<file path="src/design/hng_pkg.sv">
// ----------------------------------------------------------------------------
// hng_pkg: shared types and constants of the heightmap normal generator
// Widths, register indexes and the record passed from front to back.
// ----------------------------------------------------------------------------
package hng_pkg;

   localparam int MAX_SIDE   = 1024;
   localparam int COL_W      = $clog2(MAX_SIDE);
   localparam int SIZE_W     = 11;
   localparam int SCALE_W    = 16;
   localparam int SAMPLE_W   = 8;
   localparam int CSR_W      = 16;
   localparam int NRM_W      = 16;
   localparam int NY_W       = 15;
   localparam int Q_W        = 15;
   localparam int MAG_W      = 24;
   localparam int MAG2_W     = 2 * MAG_W;
   localparam int SQ_W       = 50;
   localparam int RES_W      = 88;
   localparam int FRAC_SH    = 30;
   localparam int Y_TERM_SQ  = 512 * 512;
   localparam int Y_TERM_SH  = 48;
   localparam int Q_ONE      = 16384;
   localparam int NBANK      = 3;
   localparam int BANK_W     = 2;
   localparam int NLANE      = 3;
   localparam int FIFO_DEPTH = 4;
   localparam int FIFO_PTR_W = $clog2(FIFO_DEPTH);
   localparam int FIFO_CNT_W = FIFO_PTR_W + 1;
   localparam int OUT_W      = 48;

   // register indexes
   localparam logic REG_IMAGE_SIZE   = 1'b0;
   localparam logic REG_HEIGHT_SCALE = 1'b1;

   // lane order in the normalizer
   localparam int LANE_X = 0;
   localparam int LANE_Y = 1;
   localparam int LANE_Z = 2;

   // neighbor bytes of one pixel, zeros already applied outside the image
   typedef struct packed {
      logic [SAMPLE_W-1:0] left;
      logic [SAMPLE_W-1:0] right;
      logic [SAMPLE_W-1:0] up;
      logic [SAMPLE_W-1:0] down;
      logic                last;
   } pix_type;

endpackage

</file>
<file path="src/design/hng_fifo.sv">
// ----------------------------------------------------------------------------
// hng_fifo: short queue between front and back
// Register-based FIFO of neighbor records, push and pop in the same cycle.
// ----------------------------------------------------------------------------
module hng_fifo (
   input  logic             clock,
   input  logic             reset,
   input  logic             push,
   input  hng_pkg::pix_type push_data,
   output logic             ready,
   input  logic             pop,
   output logic             pop_valid,
   output hng_pkg::pix_type pop_data
);

   hng_pkg::pix_type                slot_ff [hng_pkg::FIFO_DEPTH];
   logic [hng_pkg::FIFO_PTR_W-1:0]  wp_ff, wp_in, rp_ff, rp_in;
   logic [hng_pkg::FIFO_CNT_W-1:0]  cnt_ff, cnt_in;
   logic                            full;

   assign full      = cnt_ff == hng_pkg::FIFO_CNT_W'(hng_pkg::FIFO_DEPTH);
   assign ready     = !full;
   assign pop_valid = cnt_ff != '0;
   assign pop_data  = slot_ff[rp_ff];

   // pointers and fill level
   always_comb begin
      wp_in  = push ? wp_ff + hng_pkg::FIFO_PTR_W'(1) : wp_ff;
      rp_in  = pop ? rp_ff + hng_pkg::FIFO_PTR_W'(1) : rp_ff;
      cnt_in = cnt_ff;
      if (push && !pop) cnt_in = cnt_ff + hng_pkg::FIFO_CNT_W'(1);
      else if (!push && pop) cnt_in = cnt_ff - hng_pkg::FIFO_CNT_W'(1);
   end

   always_ff @(posedge clock) begin
      if (reset) begin
         wp_ff  <= '0;
         rp_ff  <= '0;
         cnt_ff <= '0;
      end else begin
         wp_ff  <= wp_in;
         rp_ff  <= rp_in;
         cnt_ff <= cnt_in;
      end
   end

   always_ff @(posedge clock) begin
      if (push) slot_ff[wp_ff] <= push_data;
   end

`ifndef SYNTHESIS
   a_cnt_bound: assert property (@(posedge clock) disable iff (reset)
      cnt_ff <= hng_pkg::FIFO_CNT_W'(hng_pkg::FIFO_DEPTH))
      else $error("fifo level above depth");
   a_no_overflow: assert property (@(posedge clock) disable iff (reset)
      !(push && full))
      else $error("push into full fifo");
`endif

endmodule

</file>
<file path="config.mk">
export PLATFORM = sky130hd
export DESIGN_NAME = hng_fifo
export DESIGN_NICKNAME = d
export VERILOG_FILES = /design/src/design/hng_pkg.sv /design/src/design/hng_fifo.sv
export SDC_FILE = /design/constraint.sdc
export NUM_CORES = 1
export LEC_CHECK = 0
export ABC_CLOCK_PERIOD_IN_PS = 4900
export BUFFER_PORTS_ARGS = -buffer_cell sky130_fd_sc_hd__buf_2
export CAP_MARGIN = 40
export CORE_MARGIN = 2
export CORE_UTILIZATION = 50
export DETAILED_ROUTE_END_ITERATION = 6
export PLACE_DENSITY = 0.71
export SLEW_MARGIN = 20
export SYNTH_ARGS = -nofsm -noshare
export SYNTH_HDL_FRONTEND = slang
export SYNTH_SLANG_ARGS = --single-unit
</file>
<file path="constraint.sdc">
create_clock -name clock -period 4.9 [get_ports clock]
set_clock_uncertainty 0.2 [all_clocks]
set_input_delay 0.245 -clock clock [delete_from_list [all_inputs] [get_ports clock]]
set_output_delay 0.245 -clock clock [all_outputs]
set_load 0.01 [all_outputs]
</file>
==> flow_metrics.py, run 1 <==
metrics = {
    "clock_network": {
        "cts_setup_buffers": 0,
        "clkSinkCount": 141,
        "clkTransAtPathRegs_ps": 60,
        "htree_num_levels": 4,
        "cts_buffer_depth": 2,
        "cts_tree": "done",
        "insertion_delay_ps": 520,
        "numCtsBuffers": 17,
        "clock-root-buffer": "clkbuf_8",
    },
    "synth": {
        "yosysSeqAreaShare_pct": 79.1,
        "syn_avg_cell_area_sq_um": 24.0,
        "synth_cell_types": 20,
        "synthesis.instances": 218,
        "netlist_area_sq_um": 5240,
        "ys_seq_elements": 141,
        "syn-num-nets": 261,
        "yosysWarnings": 0,
    },
    "layout": {
        "diodes": 0,
        "synthToLayoutAreaGrowth_pct": 30.6,
        "fin_nets": 385,
        "layout_commonest_cell": "edfxtp_1",
        "drive_gt1_share_pct": 40.3,
        "final_cell_mix": "edfxtp_1, buf_2, dlygate4sd3_1",
        "n_fill_cell": 653,
        "fin_cells": 491,
    },
    "floorplan": {
        "rows": 37,
        "start_util_pct": 51.2,
        "core_area_sq_um": 10200,
        "pin_count": 72,
        "die_w_um": 106,
        "dieArea_sq_um": 11300,
        "die_h_um": 106,
    },
    "timing": {
        "rsz0062_at_grt": "false",
        "setup_viol": 0,
        "period_minus_slack_ps": 2870,
        "fmax_mhz": 348,
        "worst_slew_pin_slew_ps": 523,
        "holdWs_ps": 273,
        "final-hold-violation-count": 0,
        "setup_tns_ps": 0,
        "slew_viol_final": 0,
        "slew_headroom_pct": 65.1,
        "fin_crit_sh_pct": 58.6,
    },
    "global_routing": {
        "antenna_found_initial": 0,
        "grt_pass1_wl_mm": 14.1,
        "grtUsageTotal_pct": 17.7,
        "grt_max_degree": 24,
        "grt_overflow": 0,
        "grt_pass1_vias": 2593,
    },
    "drt": {
        "m1WireLength_mm": 3.81,
        "ant_nets": 0,
        "met3_length_um": 443,
        "dr_wl_met2_mm": 4.42,
        "via_count": 2550,
        "dr.max_layer_used": "met4",
        "dr.pass1.iters": 4,
        "drt-vias-per-instance": 5.19,
        "post-route-drc-count": 0,
        "drt-initial-drc-count": 117,
        "finalWirelength_mm": 8.88,
        "wl_per_cell_um": 18.1,
    },
    "critical_path": {
        "startpoint_type": "flop",
        "reg2reg_slack_ps": 3100,
        "slowest_delay_ps": 660,
        "crit_family": "flip-flops",
        "critical_path_depth": 3,
        "critPathArrivalTime_ps": 2430,
        "critPathCapture": "pop_data[18]",
        "crit_buf_inv": 2,
        "reg2reg_from": "wp_ff[0]",
        "crit_chain": "buf_4 > mux4_1 > buf_2",
        "rr_worst_depth": 4,
        "path_max_fanout": 19,
        "slowest_stage": "dfxtp_2",
        "crit_type": "reg2out",
        "setup.worst_path.end_class": "output port",
        "rr_endpoint": "slot_ff[0][29]",
        "critPathRequiredTime_ps": 4450,
    },
    "flow_run": {
        "max-cap-violations": 0,
    },
    "place": {
        "io_buffer_count": 71,
        "dp_cells": 422,
        "place.detailed.hpwl_mm": 5.23,
        "place_congestion": 0.667,
    },
    "outcome": {
        "status": "finished clean",
    },
    "power": {
        "ir_drop_mv": 0.220,
        "power_w": 0.00310,
        "power-per-cell-area_nw_per_um2": 453,
        "leakagePower_nw": 2.42,
    },
    "worst_hold_path": {
        "hold_path.class": "in2reg",
    },
}
[flip-flops by register name (all words and copies together), names as in the netlist, named ones only]
name	count
cnt_ff	3
rp_ff	2
slot_ff	132
wp_ff	2
[per-layer routing]
metal | global-route usage, % | vias to the layer above
met4 | 9.12 | 0
met5 | 0 | -
met3 | 5.70 | 17
li1 | - | 1156
met1 | 22.9 | 1312
met2 | 27.1 | 65
[report_power, final]
group	leakage (nW)	internal (W)	switching (W)	total [W]
sequential	1.29	0.00138	0.0000292	0.00141
combinational	0.811	0.000150	0.000132	0.000282
clock	0.318	0.000955	0.000453	0.00141
[how the worst min path moves through the flow]
stage                  startpoint        endpoint  slack [ps]  depth (start not counted)
finish              push_data[16]  slot_ff[2][16]         270                          2
global placement     push_data[2]   slot_ff[0][2]         260                          1
CTS                 push_data[16]  slot_ff[0][16]         250                          2
detailed placement  push_data[23]  slot_ff[1][23]         260                          1
global route        push_data[16]  slot_ff[0][16]         270                          2
floorplan            push_data[0]   slot_ff[0][0]         140                          0
[synth_stat cells]
cell type / instances / area, sq um
edfxtp_1: 132 / 3960
mux4_2: 30 / 676
dfxtp_1: 9 / 180
nor2_1: 8 / 30.0
ha_1: 5 / 62.6
and2_1: 4 / 25.0
inv_1: 4 / 15.0
buf_12: 3 / 60.1
buf_2: 3 / 15.0
mux4_1: 3 / 78.8
xor2_1: 3 / 26.3
clkbuf_1: 2 / 7.51
mux2i_1: 2 / 20.0
nand2_1: 2 / 7.51
or3_1: 2 / 12.5
xnor2_1: 2 / 17.5
a21oi_1: 1 / 5.00
buf_6: 1 / 11.3
fa_1: 1 / 20.0
o21ai_0: 1 / 5.00
[logic make-up after synthesis]
group                      Yosys count  share of synthesized area (%)
adders and majority gates            6                           1.58
muxes                               35                           14.8
AOI/OAI and AO/OA                    2                          0.191
xor gates and xnor gates             5                          0.836
DFF                                141                           79.1
and+or+nand+nor                     16                           1.43
buffers and inverters               13                           2.08
[per-stage QoR]
stage | setup slack [ps] | instance area (sq um) | utilization [%]
finish | 2030 | 6840 | 66.9
global placement | 2470 | 5690 | 55.6
floorplan | 2950 | 5240 | -
global route | 1820 | 6840 | 66.9
detailed placement | 2490 | 5810 | 56.8
CTS | 1920 | 6840 | 66.9
[repair_timing]
| action | 4_1_cts | 5_1_grt |
|---|---|---|
| hold buffers | 37 | 0 |
| resized for setup | 0 | 0 |
| endpoints found under the hold margin | 141 | 0 |
| setup endpoints to repair | 0 | 0 |
[layout make-up]
class | count | area, sq um | area share, %
flip-flops and latches | 141 | 4150 | 60.6
repair buffers | 114 | 856 | 12.5
inverters | 4 | 15.0 | 0.219
clock buffers | 21 | 449 | 6.57
clock inverters | 11 | 214 | 3.13
multi-input cells | 64 | 991 | 14.5
well taps | 136 | 170 | 2.49
Note: power is estimated with default switching activity, not from simulation.
==> run 2: changes to the inputs <==
--- a/config.mk
+++ b/config.mk
@@ -5,7 +5,7 @@
 export SDC_FILE = /design/constraint.sdc
 export NUM_CORES = 1
 export LEC_CHECK = 0
-export ABC_CLOCK_PERIOD_IN_PS = 4900
+export ABC_CLOCK_PERIOD_IN_PS = 2730
 export BUFFER_PORTS_ARGS = -buffer_cell sky130_fd_sc_hd__buf_2
 export CAP_MARGIN = 40
 export CORE_MARGIN = 2
==> constraint.sdc (replaced) <==
create_clock -name clock -period 2.73 [get_ports clock]
set_clock_uncertainty 0.2 [all_clocks]
set_input_delay 0.1365 -clock clock [delete_from_list [all_inputs] [get_ports clock]]
set_output_delay 0.1365 -clock clock [all_outputs]
set_load 0.01 [all_outputs]
==> flow_metrics.py, run 2 (synthesized netlist as in run 1, its figures left out) <==
metrics = {
    "layout": {
        "diodes": 0,
        "reg.largest.list": "slot_ff: 132 flops, cnt_ff: 3 flops",
        "fin_cells": 492,
        "final_cell_mix": "edfxtp_1, buf_2, dlygate4sd3_1",
        "regMostFlops": "slot_ff",
        "layout_commonest_cell": "edfxtp_1",
        "synthToLayoutAreaGrowth_pct": 27.8,
        "drive_gt1_share_pct": 38.8,
        "n_fill_cell": 687,
        "fin_nets": 386,
        "largest_reg_flops": 132,
    },
    "clock_network": {
        "clkSinkCount": 141,
        "htree_num_levels": 4,
        "cts_resized": 0,
        "clock-root-buffer": "clkbuf_8",
        "clkTransAtPathRegs_ps": 60,
        "holdBufCountCts": 37,
        "insertion_delay_ps": 510,
        "cts_setup_buffers": 0,
        "numCtsBuffers": 17,
        "cts_tree": "done",
        "cts_buffer_depth": 2,
    },
    "critical_path": {
        "rr_endpoint": "slot_ff[2][20]",
        "crit_family": "multiplexers",
        "setup.worst_path.end_class": "output port",
        "crit_buf_inv": 2,
        "slowest_delay_ps": 640,
        "crit_type": "reg2out",
        "rr_worst_depth": 4,
        "critPathRequiredTime_ps": 2390,
        "critPathArrivalTime_ps": 1960,
        "path_max_fanout": 16,
        "crit_chain": "buf_4 > mux4_1 > buf_2",
        "slowest_stage": "mux4_1",
        "reg2reg_from": "wp_ff[0]",
        "startpoint_type": "flop",
        "reg2reg_slack_ps": 840,
    },
    "timing": {
        "final-hold-violation-count": 0,
        "setup_viol": 0,
        "period_minus_slack_ps": 2290,
        "fin_crit_sh_pct": 84.0,
        "slew_headroom_pct": 66.4,
        "fmax_mhz": 436,
        "rsz0062_at_grt": "false",
        "setup_tns_ps": 0,
        "worst_slew_pin_slew_ps": 504,
        "slew_viol_final": 0,
        "fin_ws_ps": 437,
    },
    "place": {
        "place_congestion": 0.710,
        "place.detailed.hpwl_mm": 5.19,
        "io_buffer_count": 71,
        "dp_cells": 423,
        "dp_slack_ps": 826,
    },
    "power": {
        "leakagePower_nw": 2.36,
        "power-per-cell-area_nw_per_um2": 773,
        "ir_drop_mv": 0.462,
    },
    "drt": {
        "via_count": 2517,
        "drt-initial-drc-count": 124,
        "finalWirelength_mm": 8.86,
        "dr.pass1.iters": 6,
        "ant_nets": 0,
        "wl_per_cell_um": 18.0,
        "post-route-drc-count": 0,
        "drt-vias-per-instance": 5.12,
    },
    "global_routing": {
        "antenna_found_initial": 0,
        "grt_overflow": 0,
        "grt_pass1_wl_mm": 13.8,
        "grt_max_degree": 22,
        "grtUsageTotal_pct": 17.1,
        "grt_pass1_vias": 2698,
    },
    "flow_run": {
        "max-cap-violations": 0,
    },
    "floorplan": {
        "rows": 37,
        "dieArea_sq_um": 11300,
        "die_h_um": 106,
        "die_w_um": 106,
        "pin_count": 72,
        "core_area_sq_um": 10200,
        "start_util_pct": 51.2,
    },
    "outcome": {
        "status": "finished clean",
    },
    "worst_hold_path": {
        "hp-start": "push_data[18]",
        "worstHoldPathCells": 2,
        "hold_path.class": "in2reg",
        "whs_endpoint": "slot_ff[0][18]",
    },
}
## run 2: changes by cell type in the layout (fill, tap and decap cells not counted), sizes merged
cell      before  now
clkinv         3    7
bufinv         6    3
clkinvlp       2    0
buf           77   78
clkbuf        21   22
## run 2: metrics by stage
| stage | utilization, % | instance area [sq um] | total power [W] | hold slack [ps] |
|---|---|---|---|---|
| finish | 65.4 | 6690 | 0.00517 | 177 |
| global route | 65.4 | 6690 | 0.00536 | 170 |
| CTS | 65.4 | 6690 | 0.00523 | 154 |
| detailed placement | 56.4 | 5770 | 0.00305 | 154 |
| global placement | 56.4 | 5770 | 0.00303 | 148 |
| floorplan | - | 5240 | 0.00286 | 35.4 |
## run 2: final cells by class
type / instances / area [sq um] / area share, %
clock buffer: 22 / 433 / 6.47
clock inverter: 10 / 121 / 1.81
inverter: 4 / 15.0 / 0.224
multi-input combinational: 64 / 991 / 14.8
sequential: 141 / 4150 / 62.0
tap: 136 / 170 / 2.54
timing repair buffer: 115 / 816 / 12.2
## run 2: power breakdown
group / leakage (nW) / internal (W) / switching, W
Combinational: 0.801 / 0.000263 / 0.000248
Clock: 0.273 / 0.00137 / 0.000765
Sequential: 1.29 / 0.00248 / 0.0000419
Total: 2.36 / 0.00412 / 0.00106
## run 2: layer usage
layer / vias to the layer above / routed length (um) / GRT usage (%)
li1: 1157 / - / -
met1: 1291 / 3790 / 21.8
met2: 60 / 4580 / 27.7
met3: 9 / 379 / 5.27
met4: 0 / 106 / 7.05
met5: - / 0 / 0
## run 2: worst max-delay path by stage
stage | from | to | depth (start not counted)
final | flop | pop_data[17] | 3
after global routing | flop | pop_data[17] | 3
after CTS | flop | pop_data[17] | 3
after detailed placement | wp_ff[0] | slot_ff[2][0] | 4
after global placement | wp_ff[0] | slot_ff[2][2] | 4
after floorplan | wp_ff[0] | slot_ff[2][0] | 3
==> run 3: changes to the inputs <==
--- a/config.mk
+++ b/config.mk
@@ -5,7 +5,7 @@
 export SDC_FILE = /design/constraint.sdc
 export NUM_CORES = 1
 export LEC_CHECK = 0
-export ABC_CLOCK_PERIOD_IN_PS = 2730
+export ABC_CLOCK_PERIOD_IN_PS = 2300
 export BUFFER_PORTS_ARGS = -buffer_cell sky130_fd_sc_hd__buf_2
 export CAP_MARGIN = 40
 export CORE_MARGIN = 2
==> constraint.sdc (replaced) <==
create_clock -name clock -period 2.3 [get_ports clock]
set_clock_uncertainty 0.2 [all_clocks]
set_input_delay 0.115 -clock clock [delete_from_list [all_inputs] [get_ports clock]]
set_output_delay 0.115 -clock clock [all_outputs]
set_load 0.01 [all_outputs]
==> flow_metrics.py, run 3 (synthesized netlist as in run 1, its figures left out) <==
metrics = {
    "outcome": {
        "status": "finished clean",
    },
    "layout": {
        "reg.largest.list": "slot_ff: 132 flops, cnt_ff: 3 flops",
        "design_area_sq_um": 6710,
        "synthToLayoutAreaGrowth_pct": 28.1,
        "fin_nets": 390,
        "seq_area_sq_um": 4150,
        "fin_util_pct": 65.6,
        "drive_gt1_share_pct": 40.3,
        "layout_commonest_cell": "edfxtp_1",
        "largest_reg_flops": 132,
        "final_cell_mix": "edfxtp_1, buf_2, dlygate4sd3_1",
        "diodes": 0,
        "multi_input_area_sq_um": 991,
        "regMostFlops": "slot_ff",
        "n_fill_cell": 678,
    },
    "clock_network": {
        "numCtsBuffers": 17,
        "clock-root-buffer": "clkbuf_8",
        "insertion_delay_ps": 510,
        "clkTransAtPathRegs_ps": 60,
        "cts_buffer_depth": 2,
        "cts_resized": 0,
        "cts_tree": "done",
        "clkSinkCount": 141,
        "htree_num_levels": 4,
    },
    "critical_path": {
        "reg2reg_from": "wp_ff[0]",
        "crit_type": "reg2out",
        "startpoint_type": "flop",
        "critPathArrivalTime_ps": 1860,
        "crit_chain": "buf_12 > mux4_1 > buf_2",
        "slowest_stage": "mux4_1",
        "setup.worst_path.end_class": "output port",
        "slowest_delay_ps": 600,
        "critPathRequiredTime_ps": 1990,
        "path_max_fanout": 24,
    },
    "place": {
        "dp_slack_ps": 496,
        "io_buffer_count": 71,
        "dpl_cell_area_sq_um": 5800,
        "place.detailed.hpwl_mm": 5.39,
        "place_congestion": 0.709,
    },
    "floorplan": {
        "die_h_um": 106,
        "core_area_sq_um": 10200,
        "pin_count": 72,
        "dieArea_sq_um": 11300,
        "start_util_pct": 51.2,
        "die_w_um": 106,
        "rows": 37,
    },
    "timing": {
        "worst_slew_pin_slew_ps": 497,
        "fin_ws_ps": 123,
        "slew_viol_final": 0,
        "fmax_mhz": 459,
        "setup_viol": 0,
        "slew_headroom_pct": 66.8,
        "rsz0062_at_grt": "false",
        "fin_crit_sh_pct": 94.7,
        "final-hold-violation-count": 0,
        "setup_tns_ps": 0,
        "period_minus_slack_ps": 2180,
    },
    "global_routing": {
        "grt_overflow": 0,
        "antenna_found_initial": 0,
        "grtUsageTotal_pct": 17.9,
        "grt_max_degree": 25,
        "grt_pass1_wl_mm": 14.6,
        "grt_pass1_vias": 2819,
    },
    "drt": {
        "post-route-drc-count": 0,
        "wl_per_cell_um": 18.2,
        "finalWirelength_mm": 9.02,
        "via_count": 2535,
        "dr.pass1.iters": 4,
        "drt-vias-per-instance": 5.11,
        "ant_nets": 0,
        "drt-initial-drc-count": 123,
    },
    "worst_hold_path": {
        "hold_path.class": "in2reg",
        "hp-start": "push_data[16]",
    },
    "power": {
        "ir_drop_mv": 0.441,
        "power_w": 0.00601,
        "leakagePower_nw": 2.38,
        "power-per-cell-area_nw_per_um2": 895,
    },
    "flow_run": {
        "max-cap-violations": 0,
    },
}
run 3: per-layer routing:
layer / up-vias / global-route usage (%) / routed length (um)
li1: 1163 / - / -
met1: 1292 / 21.5 / 3640
met2: 64 / 29.3 / 4810
met3: 16 / 6.32 / 400
met4: 0 / 7.89 / 167
met5: - / 0 / 0
run 3: worst max-delay path, delay by kind of cell, from the launching register on:
| kind | cells | cell delay [ps] |
|---|---|---|
| muxes | 1 | 600 |
| DFF | 1 | 350 |
| buffers and inverters | 2 | 380 |
run 3: final cells by class:
type                    instances  share of cell area (%)
well taps                     136                    2.54
clock buffers                  25                    7.38
inverters                       4                   0.224
repair buffers                119                    12.8
clock inverters                 7                   0.559
flip-flops and latches        141                    61.8
multi-input cells              64                    14.8
run 3: through the flow:
step,std cells,hold WS [ps]
5_1_grt,496,141
4_1_cts,496,129
2_1_floorplan,218,13.9
3_3_place_gp,425,126
3_5_place_dp,426,134
6_report,496,151
run 3: path summary, 6_finish.rpt:
check | to | slack [ps] | depth (start not counted)
max | pop_data[18] | 120 | 3
min | slot_ff[0][16] | 150 | 2
max reg2reg | slot_ff[2][28] | 530 | 4
min reg2reg | cnt_ff[2] | 310 | 2
run 3: repair_timing:
item | 4_1_cts | 5_1_grt
setup buffers | 0 | 0
hold buffers | 38 | 0
endpoints found under the hold margin | 141 | 0
run 3: power by group:
part	switching [W]	internal, W	leakage, nW
Combinational	0.000295	0.000318	0.823
Clock	0.000940	0.00146	0.267
Sequential	0.0000480	0.00294	1.29
Total	0.00128	0.00473	2.38
